--- src/hw/rtl/ibfd_pkg.sv ---
// ----------------------------------------------------------------------------
// ibfd_pkg
// Shared types and constants of the receiver frame channel decoder.
// ----------------------------------------------------------------------------
package ibfd_pkg;

  localparam int unsigned CHANNEL_COUNT = 14;
  localparam int unsigned POS_W         = 6;
  localparam int unsigned IDX_W         = 4;
  localparam int unsigned CFG_IDX_W     = 8;

  localparam logic [7:0] HDR_FIRST_RESET  = 8'h20;
  localparam logic [7:0] HDR_SECOND_RESET = 8'h40;

  localparam logic [CFG_IDX_W-1:0] REG_HDR_FIRST  = CFG_IDX_W'(0);
  localparam logic [CFG_IDX_W-1:0] REG_HDR_SECOND = CFG_IDX_W'(1);

  localparam logic [POS_W-1:0] POS_SECOND_HDR = POS_W'(1);
  localparam logic [POS_W-1:0] POS_FIRST_CHAN = POS_W'(2);
  localparam logic [IDX_W-1:0] LAST_IDX       = IDX_W'(CHANNEL_COUNT - 1);

  typedef struct packed {
    logic [7:0] first_byte;
    logic [7:0] second_byte;
  } ibfd_hdr_t;

  typedef struct packed {
    logic [15:0]      frame_sum;
    logic             last_channel;
    logic [15:0]      channel_value;
    logic [IDX_W-1:0] channel_index;
  } ibfd_result_t;

endpackage

--- src/hw/rtl/ibfd_cfg_regs.sv ---
// ----------------------------------------------------------------------------
// ibfd_cfg_regs
// Header byte registers written through the configuration channel.
// ----------------------------------------------------------------------------
module ibfd_cfg_regs
  import ibfd_pkg::*;
(
  input  logic                 clk,
  input  logic                 rst_n,
  input  logic                 wr_en,
  input  logic [CFG_IDX_W-1:0] wr_index,
  input  logic [7:0]           wr_data,
  output ibfd_hdr_t            hdr
);

  ibfd_hdr_t hdr_r;

  always_ff @(posedge clk) begin
    if (!rst_n) begin
      hdr_r.first_byte  <= HDR_FIRST_RESET;
      hdr_r.second_byte <= HDR_SECOND_RESET;
    end else if (wr_en) begin
      if (wr_index == REG_HDR_FIRST) begin
        hdr_r.first_byte <= wr_data;
      end
      if (wr_index == REG_HDR_SECOND) begin
        hdr_r.second_byte <= wr_data;
      end
    end
  end

  assign hdr = hdr_r;

endmodule

--- src/hw/rtl/ibfd_parser.sv ---
// ----------------------------------------------------------------------------
// ibfd_parser
// Frame position tracking, header check, channel word assembly and byte sum.
// ----------------------------------------------------------------------------
module ibfd_parser
  import ibfd_pkg::*;
(
  input  logic         clk,
  input  logic         rst_n,
  input  logic         item_en,
  input  logic [7:0]   rx_byte,
  input  logic         frame_start,
  input  ibfd_hdr_t    hdr,
  output logic         res_valid,
  output ibfd_result_t res
);

  logic [POS_W-1:0] pos_r, pos_nxt;
  logic             active_r, active_nxt;
  logic [7:0]       low_r, low_nxt;
  logic [15:0]      sum_r, sum_nxt;

  logic [15:0]      sum_add;
  logic [POS_W-1:0] pos_off;
  logic [IDX_W-1:0] idx;
  logic             is_last;

  assign sum_add = sum_r + {8'd0, rx_byte};
  assign pos_off = pos_r - POS_FIRST_CHAN;
  assign idx     = pos_off[IDX_W:1];
  assign is_last = (idx >= LAST_IDX);

  always_comb begin
    pos_nxt    = pos_r;
    active_nxt = active_r;
    low_nxt    = low_r;
    sum_nxt    = sum_r;
    res_valid  = 1'b0;
    res.channel_index = idx;
    res.channel_value = {rx_byte, low_r};
    res.last_channel  = is_last;
    res.frame_sum     = is_last ? sum_add : 16'd0;
    if (item_en) begin
      if (frame_start) begin
        low_nxt    = 8'd0;
        active_nxt = (rx_byte == hdr.first_byte);
        pos_nxt    = active_nxt ? POS_SECOND_HDR : '0;
        sum_nxt    = active_nxt ? {8'd0, rx_byte} : 16'd0;
      end else if (active_r) begin
        if (pos_r == POS_SECOND_HDR) begin
          if (rx_byte == hdr.second_byte) begin
            sum_nxt = sum_add;
            pos_nxt = POS_FIRST_CHAN;
          end else begin
            active_nxt = 1'b0;
          end
        end else if (!pos_r[0]) begin
          sum_nxt = sum_add;
          low_nxt = rx_byte;
          pos_nxt = pos_r + POS_W'(1);
        end else begin
          sum_nxt   = sum_add;
          res_valid = 1'b1;
          if (is_last) begin
            active_nxt = 1'b0;
          end else begin
            pos_nxt = pos_r + POS_W'(1);
          end
        end
      end
    end
  end

  always_ff @(posedge clk) begin
    if (!rst_n) begin
      pos_r    <= '0;
      active_r <= 1'b0;
      low_r    <= 8'd0;
      sum_r    <= 16'd0;
    end else begin
      pos_r    <= pos_nxt;
      active_r <= active_nxt;
      low_r    <= low_nxt;
      sum_r    <= sum_nxt;
    end
  end

endmodule

--- src/hw/rtl/ibfd_out_reg.sv ---
// ----------------------------------------------------------------------------
// ibfd_out_reg
// Result register holding one decoded channel until the sink takes it.
// ----------------------------------------------------------------------------
module ibfd_out_reg
  import ibfd_pkg::*;
(
  input  logic         clk,
  input  logic         rst_n,
  input  logic         load,
  input  ibfd_result_t load_data,
  output logic         can_load,
  output logic         out_valid,
  input  logic         out_ready,
  output ibfd_result_t out_data
);

  logic         valid_r;
  ibfd_result_t data_r;

  assign can_load = !valid_r || out_ready;

  always_ff @(posedge clk) begin
    if (!rst_n) begin
      valid_r <= 1'b0;
    end else if (can_load) begin
      valid_r <= load;
    end
  end

  always_ff @(posedge clk) begin
    if (can_load && load) begin
      data_r <= load_data;
    end
  end

  assign out_valid = valid_r;
  assign out_data  = data_r;

endmodule

--- src/hw/rtl/ibus_frame_channel_decoder.sv ---
// ----------------------------------------------------------------------------
// ibus_frame_channel_decoder
// Decodes receiver frames byte by byte into indexed 16-bit channel words.
// ----------------------------------------------------------------------------
// The block takes one frame byte per cycle and answers with its item in the
// next cycle: every second channel byte produces a channel item in the result
// register, and a new byte is taken whenever that register is empty or being
// emptied in the same cycle. Frames whose first two bytes differ from the
// header registers are dropped until the next start byte, and the byte sum is
// reported with the last channel only.
module ibus_frame_channel_decoder
  import ibfd_pkg::*;
(
  input  logic                 clk,
  input  logic                 rst_n,
  input  logic                 in_tvalid,
  output logic                 in_tready,
  input  logic [7:0]           in_tdata,   // [7:0] rx_byte
  input  logic                 in_tuser,   // [0] frame_start
  output logic                 out_tvalid,
  input  logic                 out_tready,
  output logic [39:0]          out_tdata,  // [3:0] channel_index, [19:4] channel_value,
                                           // [35:20] frame_sum, [39:36] zero
  output logic                 out_tlast,  // last_channel
  input  logic                 cfg_valid,
  output logic                 cfg_ready,
  input  logic [CFG_IDX_W-1:0] cfg_index,
  input  logic [7:0]           cfg_data
);

  ibfd_hdr_t    hdr;
  ibfd_result_t res, out_res;
  logic         res_valid;
  logic         can_load;
  logic         in_fire;

  assign cfg_ready = 1'b1;
  assign in_tready = can_load;
  assign in_fire   = in_tvalid && can_load;

  ibfd_cfg_regs u_cfg (
    .clk      (clk),
    .rst_n    (rst_n),
    .wr_en    (cfg_valid && cfg_ready),
    .wr_index (cfg_index),
    .wr_data  (cfg_data),
    .hdr      (hdr)
  );

  ibfd_parser u_parser (
    .clk         (clk),
    .rst_n       (rst_n),
    .item_en     (in_fire),
    .rx_byte     (in_tdata),
    .frame_start (in_tuser),
    .hdr         (hdr),
    .res_valid   (res_valid),
    .res         (res)
  );

  ibfd_out_reg u_out (
    .clk       (clk),
    .rst_n     (rst_n),
    .load      (res_valid),
    .load_data (res),
    .can_load  (can_load),
    .out_valid (out_tvalid),
    .out_ready (out_tready),
    .out_data  (out_res)
  );

  assign out_tdata = {4'd0, out_res.frame_sum, out_res.channel_value, out_res.channel_index};
  assign out_tlast = out_res.last_channel;

endmodule

--- config.mk ---
export PLATFORM = sky130hd
export DESIGN_NAME = ibus_frame_channel_decoder
export DESIGN_NICKNAME = d
export VERILOG_FILES = /design/src/hw/rtl/ibfd_pkg.sv /design/src/hw/rtl/ibfd_cfg_regs.sv /design/src/hw/rtl/ibfd_parser.sv /design/src/hw/rtl/ibfd_out_reg.sv /design/src/hw/rtl/ibus_frame_channel_decoder.sv
export SDC_FILE = /design/constraint.sdc
export NUM_CORES = 1
export LEC_CHECK = 0
export BUFFER_PORTS_ARGS = -buffer_cell sky130_fd_sc_hd__clkbuf_2
export CORE_UTILIZATION = 40
export DETAILED_ROUTE_END_ITERATION = 6
export GPL_ROUTABILITY_DRIVEN = 0
export HOLD_SLACK_MARGIN = 0.1
export PLACE_DENSITY = 0.67
export SYNTH_ARGS = -nofsm -noshare
export SYNTH_HDL_FRONTEND = slang
export SYNTH_SLANG_ARGS = --single-unit
--- constraint.sdc ---
create_clock -name clk -period 5 [get_ports clk]
set_input_delay 0.25 -clock clk [delete_from_list [all_inputs] [get_ports clk]]
set_output_delay 0.25 -clock clk [all_outputs]
set_load 0.01 [all_outputs]
# [Word level (Yosys, flattened, before mapping)]
# Cells that the tools add are included.
[word_totals] regBits=85 inputBits=30 out_inout_bits=44
[classes] n_addsub=3 order_cmp=1 eq_ne=8 muxes=27 reduce_logical=11
[op_table] cell="2-to-1 mux 16 bit" n=4
[op_table] cell="2-to-1 mux 8 bit" n=5
[op_table] cell="2-to-1 mux 6 bit" n=6
[op_table] cell="adder 16 x 8 -> 16 bit" n=1
[op_table] cell="== test 8 bit" n=2
[op_table] cell="2-to-1 mux 1 bit" n=12
[op_table] cell="== test 8 x 1 -> 1 bit, second input constant" n=1
[op_table] cell="zero test 8 bit" n=1
[op_table] cell="AND reduction 4 bit" n=2
[op_table] cell="adder 6 x 1 -> 6 bit, second input constant" n=1
[op_table] cell="== test 6 x 1 -> 1 bit, second input constant" n=1
[op_table] cell="subtractor 5 x 2 -> 5 bit, second input constant" n=1
[op_table] cell="greater-or-equal comparator 4 bit, second input constant" n=1
[op_table] cell="inequality test 2 bit, second input constant" n=2
[op_table] cell="inequality test 4 bit, second input constant" n=1
[op_table] cell="AND reduction 2 bit" n=2
[op_table] cell="inequality test 3 bit, second input constant" n=1
[op_table] cell="AND reduction 3 bit" n=1
[op_table] cell="logical AND 1 bit" n=2
[op_table] cell="nonzero test 2 bit" n=1
[op_table] cell="zero test 1 bit" n=1
[op_table] cell="logical OR 1 bit" n=1

# [Depth between registers and ports, before layout]
# Gate-level depths: netlist (run 1).
[depth] ltp_word=7 ltp_mapped=9

# [Modules after synthesis]
# A second synthesis (run 1) with hierarchy kept.
[hier_totals] hier_cells=419 area_unflattened_um2=4346.7
[by_module_without_submodules] module="ibfd_parser" instances=1 cells_each=301 area_per_inst_um2=2466.1 seq_area_each_um2=620.6
[by_module_without_submodules] module="ibfd_out_reg" instances=1 cells_each=42 area_per_inst_um2=1168.6 seq_area_each_um2=1131.1
[by_module_without_submodules] module="ibfd_cfg_regs" instances=1 cells_each=68 area_per_inst_um2=660.6 seq_area_each_um2=320.3
[by_module_without_submodules] module="ibus_frame_channel_decoder" instances=1 cells_each=8 area_per_inst_um2=51.3 seq_area_each_um2=0.0

# [Least setup slack after synthesis (run 1)]
# Ideal clock, no wire load.
[synth_path] path_kind="flip-flop to flip-flop" from="register u_parser.pos_r[1]" to="register u_out.data_r (netlist bit u_out.out_data[0]) (enable)" setup_time_ns=0.392 arrival_ns=2.190 required_time_ns=4.608 path_slack_ns=2.419 path_stages_with_launch=7 cell_sequence="dfxtp_1 -> inv_1 -> ha_1 -> and2_4 -> or3_4 -> or2_1 -> inv_1"
[synth_via] elab_chain_len=6
[synth_lines] element="start: declaration" line="ibfd_parser.sv:18" text="logic [POS_W-1:0] pos_r, pos_nxt;"
[synth_lines] element="start signal: assignment" line="ibfd_parser.sv:81" text="pos_r <= pos_nxt;"
[synth_lines] element="== test 6 x 1 -> 1 bit" line="ibfd_parser.sv:50" text="if (pos_r == POS_SECOND_HDR) begin"
[synth_lines] element="2-to-1 mux 1 bit" line="ibfd_parser.sv:50"
[synth_lines] element="2-to-1 mux 1 bit" line="ibfd_parser.sv:49" text="end else if (active_r) begin"
[synth_lines] element="2-to-1 mux 1 bit" line="ibfd_parser.sv:44" text="if (frame_start) begin"
[synth_lines] element="2-to-1 mux 1 bit" line="ibfd_parser.sv:43" text="if (item_en) begin"
[synth_lines] element="logical AND 1 bit" line="ibfd_out_reg.sv:32" text="if (can_load && load) begin"
[synth_lines] element="end signal: assignment" line="ibfd_out_reg.sv:33" text="data_r <= load_data;"
[synth_lines] element="end: declaration" line="ibfd_out_reg.sv:19" text="ibfd_result_t data_r;"
# Every way passes these cells.
# A chain may end at the register's enable or synchronous reset.

==> impl_results.md, run 1 <==
- Pwr Density: 277.5 nW/um^2
- Sw Share: 0.2367
- Final Hold Viols: 0
- DR iter-0 viols: about 130
- Most common cell after layout, fill and taps aside: clkbuf_2
- Via count: 2994
- GRT Total Usage: 0.1773
- WP depth: 7
- Syn-to-layout area delta: 14.74%
- Pint: around 0.001 W
- Hold crit path type: input pin to flop
- Max Root-Sink Buffers: 2
- Sequential fraction of the synthesis area: 0.5149
- CTS tree: yes
- Layout Nets: 488
- Yosys warning total: 0
- CTS hold repair buffers: 0
- Setup_tns: 0 ns
- Placed inst area: 4419 um^2
- Startpoint types: flop
- WL per Instance: ~15 um
- CTS Buf Count: 9
- CP endpoint kind: flop
- Worst EP required: 5.30 ns
- Drt drc: 0
- RSZ-0062 raised after global routing: no
- CP max stage delay: 0.80 ns
- GRT overflow: 0
- Crit Path Category: flop to flop
- Initial antenna violation count: 0
- Clock root buffer: clkbuf_8
- Design Area, Final: 4617 um^2
- Setup bufs post-CTS: 0
- Status: finished clean
- Antenna Nets Post-Route: 0
- DP Wirelength: between 6000 and 7000 um
- Worst VDD drop: 0.1632 mV
- Max-cap violation count: 0
- Ratio of cells with drive above 1 in the final layout: 0.2232
- Diode count: 0
- Clock skew: 0.009744 ns
- Post-Syn Area: 4024 um^2
- Die area: 10460 um^2
- Worst slack at placement: about 2.5 ns
- H-Tree Level Count: 3
- Resize count post-CTS: 0
- Path depth of the worst reg2reg path: 7
- First-pass GRT wire length: ~14000 um
- Unique cell type count in the Yosys netlist: 56
- F_max: between 300 and 400 MHz
- Post-placement cell count: 565
- Final Max Slew Viols: 0
- Comb power frac: 0.055
- Die width: 102.3 um
- First-pass DRT Iterations: 4
- Cell family contributing the most delay on the critical path: compound AO/OA/AOI/OAI gates
- Final WL: 8492 um
- Die height: approximately 100 um
- Clock power frac: 0.381
- Crit-path cells: inv_1, ha_1, o221ai_2, inv_1, a311oi_1, o21a_1, o21a_1
- Flop pwr share: 0.564
- Top_reg_cell synth: dfxtp_1
- P_leak: about 1.8 nW
- Post-Syn Instances: 379
- Vias in the first global route: 2864
- CP Buf/Inv Count: 2
- Critical path fanouts, max: 21
- Clk_lat worst skew: 0.36 ns
- #FFs+latches synth: 85
- Largest net degree at the start of global routing: 38
- Post-layout min period: 2.592 ns
- Starting Density: 0.4117
- Commonest non-fill, non-tap cells in the layout: clkbuf_2, nor2_1, dfxtp_1
- Layout Utilization: 0.4724
- Worst rel slew slack: 0.3092
- Post-synth EDFFs: 37
- Slew at the pin closest to its max-slew limit: 1.036 ns
- Setup-failing EPs final: 0
- CP arrival: 2.89 ns
- Final worst slack: around 2.4 ns
- Reg clk slew, reported paths: 0.09 ns
- Post-Syn Area per Cell: 10.62 um^2
- Fin crit share: 0.5184
- # port buffers: 68
- CTS sink cnt: 85
- Async S/R FF share, synth: 0
- Core ar.: 9774 um^2
- Non-filler cells, final: 581
- I/O pin total: 74
- Vias/cell: 5.153
- P_sw: 0.0003033 W
- Row cnt: 36
- Crit-path slowest cell: o221ai_2
- Hold path depth: 3
==> metrics by stage <==
step                      hold WS [ns]  total power [W]
after floorplan                 0.3489        0.0007830
after global routing            0.1539         0.001329
after global placement          0.4130        0.0008084
after detailed placement        0.4198        0.0008097
final                           0.1298         0.001281
after CTS                       0.1184         0.001292
==> synthesized netlist by cell type, types with 4 or more instances <==
cell type | number | share of area
buf_4 | 5 | 0.0093
mux2i_1 | 17 | 0.042
a21oi_1 | 14 | 0.017
edfxtp_1 | 37 | 0.28
nor2_1 | 52 | 0.049
nand2_1 | 21 | 0.020
xor2_1 | 7 | 0.015
nor3_1 | 4 | 0.0050
xnor2_1 | 21 | 0.046
nand3_1 | 7 | 0.0087
o21ai_0 | 9 | 0.011
a31oi_1 | 12 | 0.019
clkbuf_1 | 7 | 0.0065
o21ai_1 | 5 | 0.0062
dfxtp_1 | 48 | 0.24
a221o_1 | 4 | 0.010
a22oi_1 | 12 | 0.022
nand4_1 | 4 | 0.0062
buf_6 | 5 | 0.014
ha_1 | 14 | 0.044
and2_1 | 6 | 0.0093
inv_1 | 13 | 0.012
==> flip-flops by register name (all words and copies together) (netlist names) <==
register / flops
u_cfg.hdr: 16
u_out.out_data: 37
u_out.out_valid: 1
u_parser.active_r: 1
u_parser.low_r: 8
u_parser.pos_r: 6
u_parser.sum_r: 16
==> cells by family (layout without fill, tap and decap cells) <==
family                     Yosys count  after routing  synth area share
AOI/OAI and AO/OA                   83             83            0.1483
xor gates and xnor gates            28             28           0.06095
adders and majority gates           15             15           0.04851
buffers and inverters               32             98           0.04447
DFF                                 85             85            0.5149
muxes                               17             17           0.04229
other                                2              5          0.001866
and+or+nand+nor                    117            117            0.1387
==> metal layers <==
layer | global-route usage | wire [um]
met2 | 0.2762 | 3904
met3 | 0.03488 | 374
met4 | 0.08242 | 159
met1 | 0.2377 | 4054
met5 | 0 | 0
==> power groups by stage <==
stage,clock network [W],registers [W],logic (W)
5_1_grt,0.000527,0.000723,0.0000787
3_5_place_dp,0,0.000738,0.0000712
3_3_place_gp,0,0.000738,0.0000699
6_report,0.000488,0.000722,0.0000710
2_1_floorplan,0,0.000737,0.0000460
4_1_cts,0.000498,0.000722,0.0000716
==> worst reg2reg max path, delay by kind of cell, from the launching register on <==
family	cells	cell delay, ns
AO/OA/AOI/OAI	4	1.37
buffers and inverters	2	0.47
flip-flops	1	0.45
adder cells (fa/ha/maj)	1	0.25
==> final timing paths <==
path / from / end / slack (ns)
worst max-delay path: u_parser.pos_r[1] / u_parser.active_r / 2.41
worst min-delay path: cfg_data[5] / u_cfg.hdr[13] / 0.13
worst max register to register: u_parser.pos_r[1] / u_parser.active_r / 2.41
worst min register to register: u_parser.low_r[1] / u_out.out_data[5] / 0.44
==> area by class of cell <==
class	instances	area (um^2)
Tap cell	133	166.4
Sequential cell	85	2072
Clock buffer	9	123.9
Clock inverter	7	73.82
Timing Repair Buffer	69	347.8
Multi-Input combinational cell	265	1784
Inverter	13	48.80
Fill cell	947	5157
(Power assumes the default switching activity.)
==> inputs of run 2 (changes only) <==
--- a/config.mk
+++ b/config.mk
@@ -10,7 +10,7 @@
 export DETAILED_ROUTE_END_ITERATION = 6
 export GPL_ROUTABILITY_DRIVEN = 0
 export HOLD_SLACK_MARGIN = 0.1
-export PLACE_DENSITY = 0.67
+export PLACE_DENSITY = 0.69
 export SYNTH_ARGS = -nofsm -noshare
 export SYNTH_HDL_FRONTEND = slang
 export SYNTH_SLANG_ARGS = --single-unit
==> constraint.sdc (replaced) <==
create_clock -name clk -period 2.1 [get_ports clk]
set_input_delay 0.105 -clock clk [delete_from_list [all_inputs] [get_ports clk]]
set_output_delay 0.105 -clock clk [all_outputs]
set_load 0.01 [all_outputs]
==> run 2 against run 1 <==
Against the previous run:
- wire length is 8.9% higher
- final cell count is 7.7% higher
- die area unchanged
- non-clock buffer count grew 45
- utilization increased by 5.3 points
- via count up 7.7%
- sequential cell count unchanged
- maximum frequency is 24% higher
- setup slack lost 2.4 ns
- clock power rose by 130%
- critical path depth up 2
==> impl_results.md, run 2 (synthesized netlist as in run 1, its figures left out) <==
- Fin crit share: 0.9982
- Commonest non-fill, non-tap cells in the layout: clkbuf_2, nor2_1, dfxtp_1
- Post-layout min period: 2.096 ns
- Syn-to-layout area delta: 27.67%
- Critical path fanouts, max: 6
- M1 wire length: 4340 um
- Slew at the pin closest to its max-slew limit: 0.5702 ns
- Status: finished clean
- CP arrival: 2.32 ns
- Core ar.: 9774 um^2
- Ratio of cells with drive above 1 in the final layout: 0.3043
- H-Tree Level Count: 3
- Starting Density: 0.4117
- Initial antenna violation count: 0
- Max-cap violation count: 0
- Antenna Nets Post-Route: 0
- CP endpoint kind: flop
- I/O pin total: 74
- # port buffers: 68
- Setup-failing EPs final: 0
- Final Hold Viols: 0
- WL per Instance: 14.77 um
- Met2 WL: 4387 um
- Startpoint types: flop
- Clock skew: 0.01174 ns
- Via count: 3226
- Final WL: 9249 um
- Die height: ~100 um
- F_max: 477.1 MHz
- Die area: 10460 um^2
- Drt drc: 0
- RSZ-0062 raised after global routing: yes
- Most common cell after layout, fill and taps aside: clkbuf_2
- DR iter-0 viols: 163
- Diode count: 0
- Met3 Routed Length: 424 um
- Pwr Density: 593.3 nW/um^2
- Vias/cell: ~5.2
- Clock root buffer: clkbuf_8
- Crit Path Category: flop to flop
- Reg clk slew, reported paths: 0.08 ns
- CTS Buf Count: 9
- Setup_tns: 0 ns
- P_leak: 2.058 nW
- DR top layer: met4
- DP Wirelength: 6483 um
- First-pass GRT wire length: 14870 um
- Largest net degree at the start of global routing: 32
- CTS tree: yes
- Max Root-Sink Buffers: 2
- Vias in the first global route: 3073
- Worst rel slew slack: 0.6188
- Die width: slightly above 100 um
- Final hold slack: approximately 0.13 ns
- Worst EP required: roughly 2.3 ns
- Non-filler cells, final: 626
- Hold crit path type: input pin to flop
- Worst VDD drop: about 0.47 mV
- Post-placement cell count: ~590
- Row cnt: 36
- Layout Nets: 533
- CTS sink cnt: 85
- Layout Utilization: 0.5256
- First-pass DRT Iterations: 4
- Clk_lat worst skew: approximately 0.35 ns
- Largest register FFs: 37
- Final Max Slew Viols: 0
- GRT Total Usage: 0.1875
- GRT overflow: 0
run 2: where the power goes:
| group | total (W) | switching (W) | internal (W) |
|---|---|---|---|
| registers | 0.00171 | 0.00000128 | 0.00171 |
| logic | 0.000217 | 0.000124 | 0.0000937 |
| clock network | 0.00112 | 0.000578 | 0.000538 |
run 2: path summary, 6_finish.rpt:
check	from	slack, ns	depth (start not counted)	to
setup / recovery	u_parser.sum_r[0]	0.004	9	u_parser.sum_r[12]
hold / removal	in_tdata[2]	0.13	2	u_out.out_data[14]
setup reg to reg	u_parser.sum_r[0]	0.004	9	u_parser.sum_r[12]
hold reg to reg	u_parser.low_r[6]	0.44	0	u_out.out_data[10]
run 2: cell type report:
class	count	area, um^2
tap	133	166.4
clock inverter	4	28.78
sequential	85	2077
multi-input combinational	265	1881
fill	891	4637
timing repair buffer	114	763.2
inverter	13	55.05
clock buffer	12	166.4
run 2: through the flow:
| step | power [W] | cell area (um^2) | worst slack (ns) |
|---|---|---|---|
| finish | 0.003048 | 5137 | 0.003829 |
| global route | 0.003174 | 5137 | -0.08853 |
| CTS | 0.003078 | 5006 | -0.01472 |
| detailed placement | 0.001948 | 4642 | -0.05411 |
| global placement | 0.001942 | 4642 | -0.001483 |
| floorplan | 0.001863 | 4053 | 0.001727 |
run 2: timing repair:
action / 4_1_cts / 5_1_grt
cloned: 0 / 1
setup buffers: 1 / 5
endpoints found under the setup margin: 4 / 20
pin swaps: 4 / 7
resized for setup: 4 / 12
hold buffers: 14 / 0
hold endpoints to repair: 20 / 0
run 2: worst max-delay path, cell delays in order, from the launching register on:
cell	delay, ns
dfxtp_2	0.34
ha_4	0.16
fa_2	0.33
a21o_1	0.21
a221oi_2	0.29
o21ai_2	0.17
buf_4	0.16
buf_4	0.12
a31oi_1	0.12
a31oi_1	0.06
run 2: per-layer routing:
layer	up-vias	GRT usage
met4	0	0.05824
met1	1555	0.2531
met5	-	0
met3	12	0.04309
met2	92	0.2989
li1	1567	-
==> inputs of run 3 (changes only) <==
--- a/config.mk
+++ b/config.mk
@@ -6,11 +6,13 @@
 export NUM_CORES = 1
 export LEC_CHECK = 0
 export BUFFER_PORTS_ARGS = -buffer_cell sky130_fd_sc_hd__clkbuf_2
-export CORE_UTILIZATION = 40
+export CELL_PAD_IN_SITES_DETAIL_PLACEMENT = 0
+export CELL_PAD_IN_SITES_GLOBAL_PLACEMENT = 2
+export CORE_UTILIZATION = 32
 export DETAILED_ROUTE_END_ITERATION = 6
 export GPL_ROUTABILITY_DRIVEN = 0
 export HOLD_SLACK_MARGIN = 0.1
-export PLACE_DENSITY = 0.69
+export PLACE_DENSITY = 0.82
 export SYNTH_ARGS = -nofsm -noshare
 export SYNTH_HDL_FRONTEND = slang
 export SYNTH_SLANG_ARGS = --single-unit
==> run 3 against run 2 <==
Against the previous run:
- count of clock-buffer cells in the layout stayed put
- register-to-register slack about the same
- clock power up 54%
- critical path depth down 1
- non-clock buffer count is 6 lower
- design area up 2.3%
- sequential cell count unchanged
- critical endpoint is now u_parser.sum_r[6]
==> impl_results.md, run 3 (synthesized netlist as in run 1, its figures left out) <==
- Row cnt: 40
- Worst R2R End: u_parser.sum_r[6]
- # port buffers: 68
- Pwr Density: about 700 nW/um^2
- GRT Total Usage: 0.1583
- Die width: 114.1 um
- Met2 WL: 4586 um
- Status: finished clean
- Syn-to-layout area delta: 30.66%
- F_max: 477.6 MHz
- DR iter-0 viols: roughly 110
- First-pass GRT wire length: 15860 um
- Clk_lat worst skew: 0.34 ns
- Hold crit path type: input pin to flop
- Reg-to-Reg Start: u_parser.sum_r[0]
- DR top layer: met4
- Diode count: 0
- CP arrival: 2.32 ns
- First-pass DRT Iterations: 4
- Crit Path Category: flop to flop
- Hold path depth: 2
- Largest register FFs: 37
- Critical path fanouts, max: 2
- Final Hold Viols: 0
- GRT overflow: 0
- Met3 Routed Length: 522 um
- Ratio of cells with drive above 1 in the final layout: 0.3018
- Final Max Slew Viols: 0
- Drt drc: 0
- Fin crit share: 0.9970
- CTS sink cnt: 85
- Max-cap violation count: 0
- Post-placement cell count: roughly 620
- Startpoint types: flop
- Min-delay src: in_tdata[3]
- Core ar.: 12110 um^2
- Vias in the first global route: 3075
- Die height: 114.1 um
- M1 wire length: 4885 um
- Max Root-Sink Buffers: 2
- Most common cell after layout, fill and taps aside: clkbuf_2
- Initial antenna violation count: 0
- WL per Instance: 15.35 um
- RSZ-0062 raised after global routing: yes
- Die area: 13030 um^2
- Reg clk slew, reported paths: 0.07 ns
- Final WL: 10050 um
- Vias/cell: 4.867
- CTS Buf Count: 9
- Layout Nets: 527
- Largest net degree at the start of global routing: 32
- I/O pin total: 74
- Clock root buffer: clkbuf_16
- Worst Hold End: u_parser.sum_r[3]
- Final hold slack: 0.1114 ns
- Commonest non-fill, non-tap cells in the layout: clkbuf_2, nor2_1, dfxtp_1
- Tot Pwr: 0.003658 W
- Clock skew: 0.007395 ns
- H-Tree Level Count: 3
- CP endpoint kind: flop
- Via count: 3188
- P_leak: 2.073 nW
- Non-filler cells, final: about 660
- CTS tree: yes
- Post-layout min period: 2.094 ns
- Setup-failing EPs final: 0
- DP Wirelength: 7040 um
- Antenna Nets Post-Route: 0
- Worst EP required: 2.32 ns
- Layout fillers: 1222
- Worst VDD drop: 0.4188 mV
- Starting Density: 0.3322
- Reg-to-reg slack, setup: 0.006 ns
- Path depth of the worst reg2reg path: 8
-- run 3: cell types whose count changed in the layout (fill, tap and decap cells not counted), sizes merged --
cell	previous run	this run
buf	31	29
bufinv	0	1
clkbuf	81	80
clkinv	3	0
dlygate4sd3	14	11
inv	13	15
-- run 3: metrics by stage --
stage | area [um^2] | TNS [ns] | setup slack (ns) | util
after global placement | 4686 | -0.06289 | -0.03393 | 0.3869
after floorplan | 4053 | 0 | 0.001727 | -
after global routing | 5258 | -0.4598 | -0.09567 | 0.4341
after CTS | 5157 | -0.08325 | -0.04850 | 0.4258
final | 5258 | 0 | 0.006361 | 0.4341
after detailed placement | 4686 | -0.2998 | -0.08593 | 0.3869
-- run 3: how the worst max path moves through the flow --
stage                         endpoint  cells past startpoint         startpoint
floorplan            u_out.out_data[0]                      6  u_parser.pos_r[1]
global route        u_out.out_data[31]                      8  u_parser.sum_r[0]
global placement    u_out.out_data[31]                      8  u_parser.sum_r[0]
detailed placement  u_out.out_data[31]                      8  u_parser.sum_r[0]
CTS                 u_out.out_data[31]                      8  u_parser.sum_r[0]
finish               u_parser.sum_r[6]                      8  u_parser.sum_r[0]
-- run 3: final cells by class --
type	instances	area [um^2]	share of cell area
Timing Repair Buffer	108	696.9	0.1326
Inverter	13	55.05	0.01047
Multi-Input combinational cell	265	1899	0.3613
Tap cell	168	210.2	0.03998
Sequential cell	85	2077	0.3950
Clock inverter	4	51.30	0.009757
Clock buffer	12	267.8	0.05093
-- run 3: what timing repair did --
action,in CTS,in global routing
resized for setup,5,16
pin swaps,4,3
cloned,0,0
endpoints found under the setup margin,6,12
endpoints found under the hold margin,17,0
setup buffers,2,2
hold buffers,11,0
-- run 3: power by group --
part	internal, W	switching (W)	leakage [nW]
clock	0.00103	0.000687	0.159
combinational	0.0000922	0.000129	1.16
sequential	0.00172	0.00000152	0.750
-- run 3: layer usage --
| layer | vias to the layer above | global-route usage |
|---|---|---|
| met5 | - | 0 |
| met4 | 0 | 0.05195 |
| met3 | 4 | 0.03176 |
| met2 | 106 | 0.2497 |
| met1 | 1518 | 0.2176 |
| li1 | 1560 | - |
-- run 3: worst max-delay path: stages, from the launching register on --
cell	delay (ns)
dfxtp_2	0.33
ha_4	0.16
fa_2	0.34
a21o_1	0.20
a221oi_4	0.30
buf_4	0.18
xor2_2	0.14
nor2_1	0.06
a221o_1	0.26
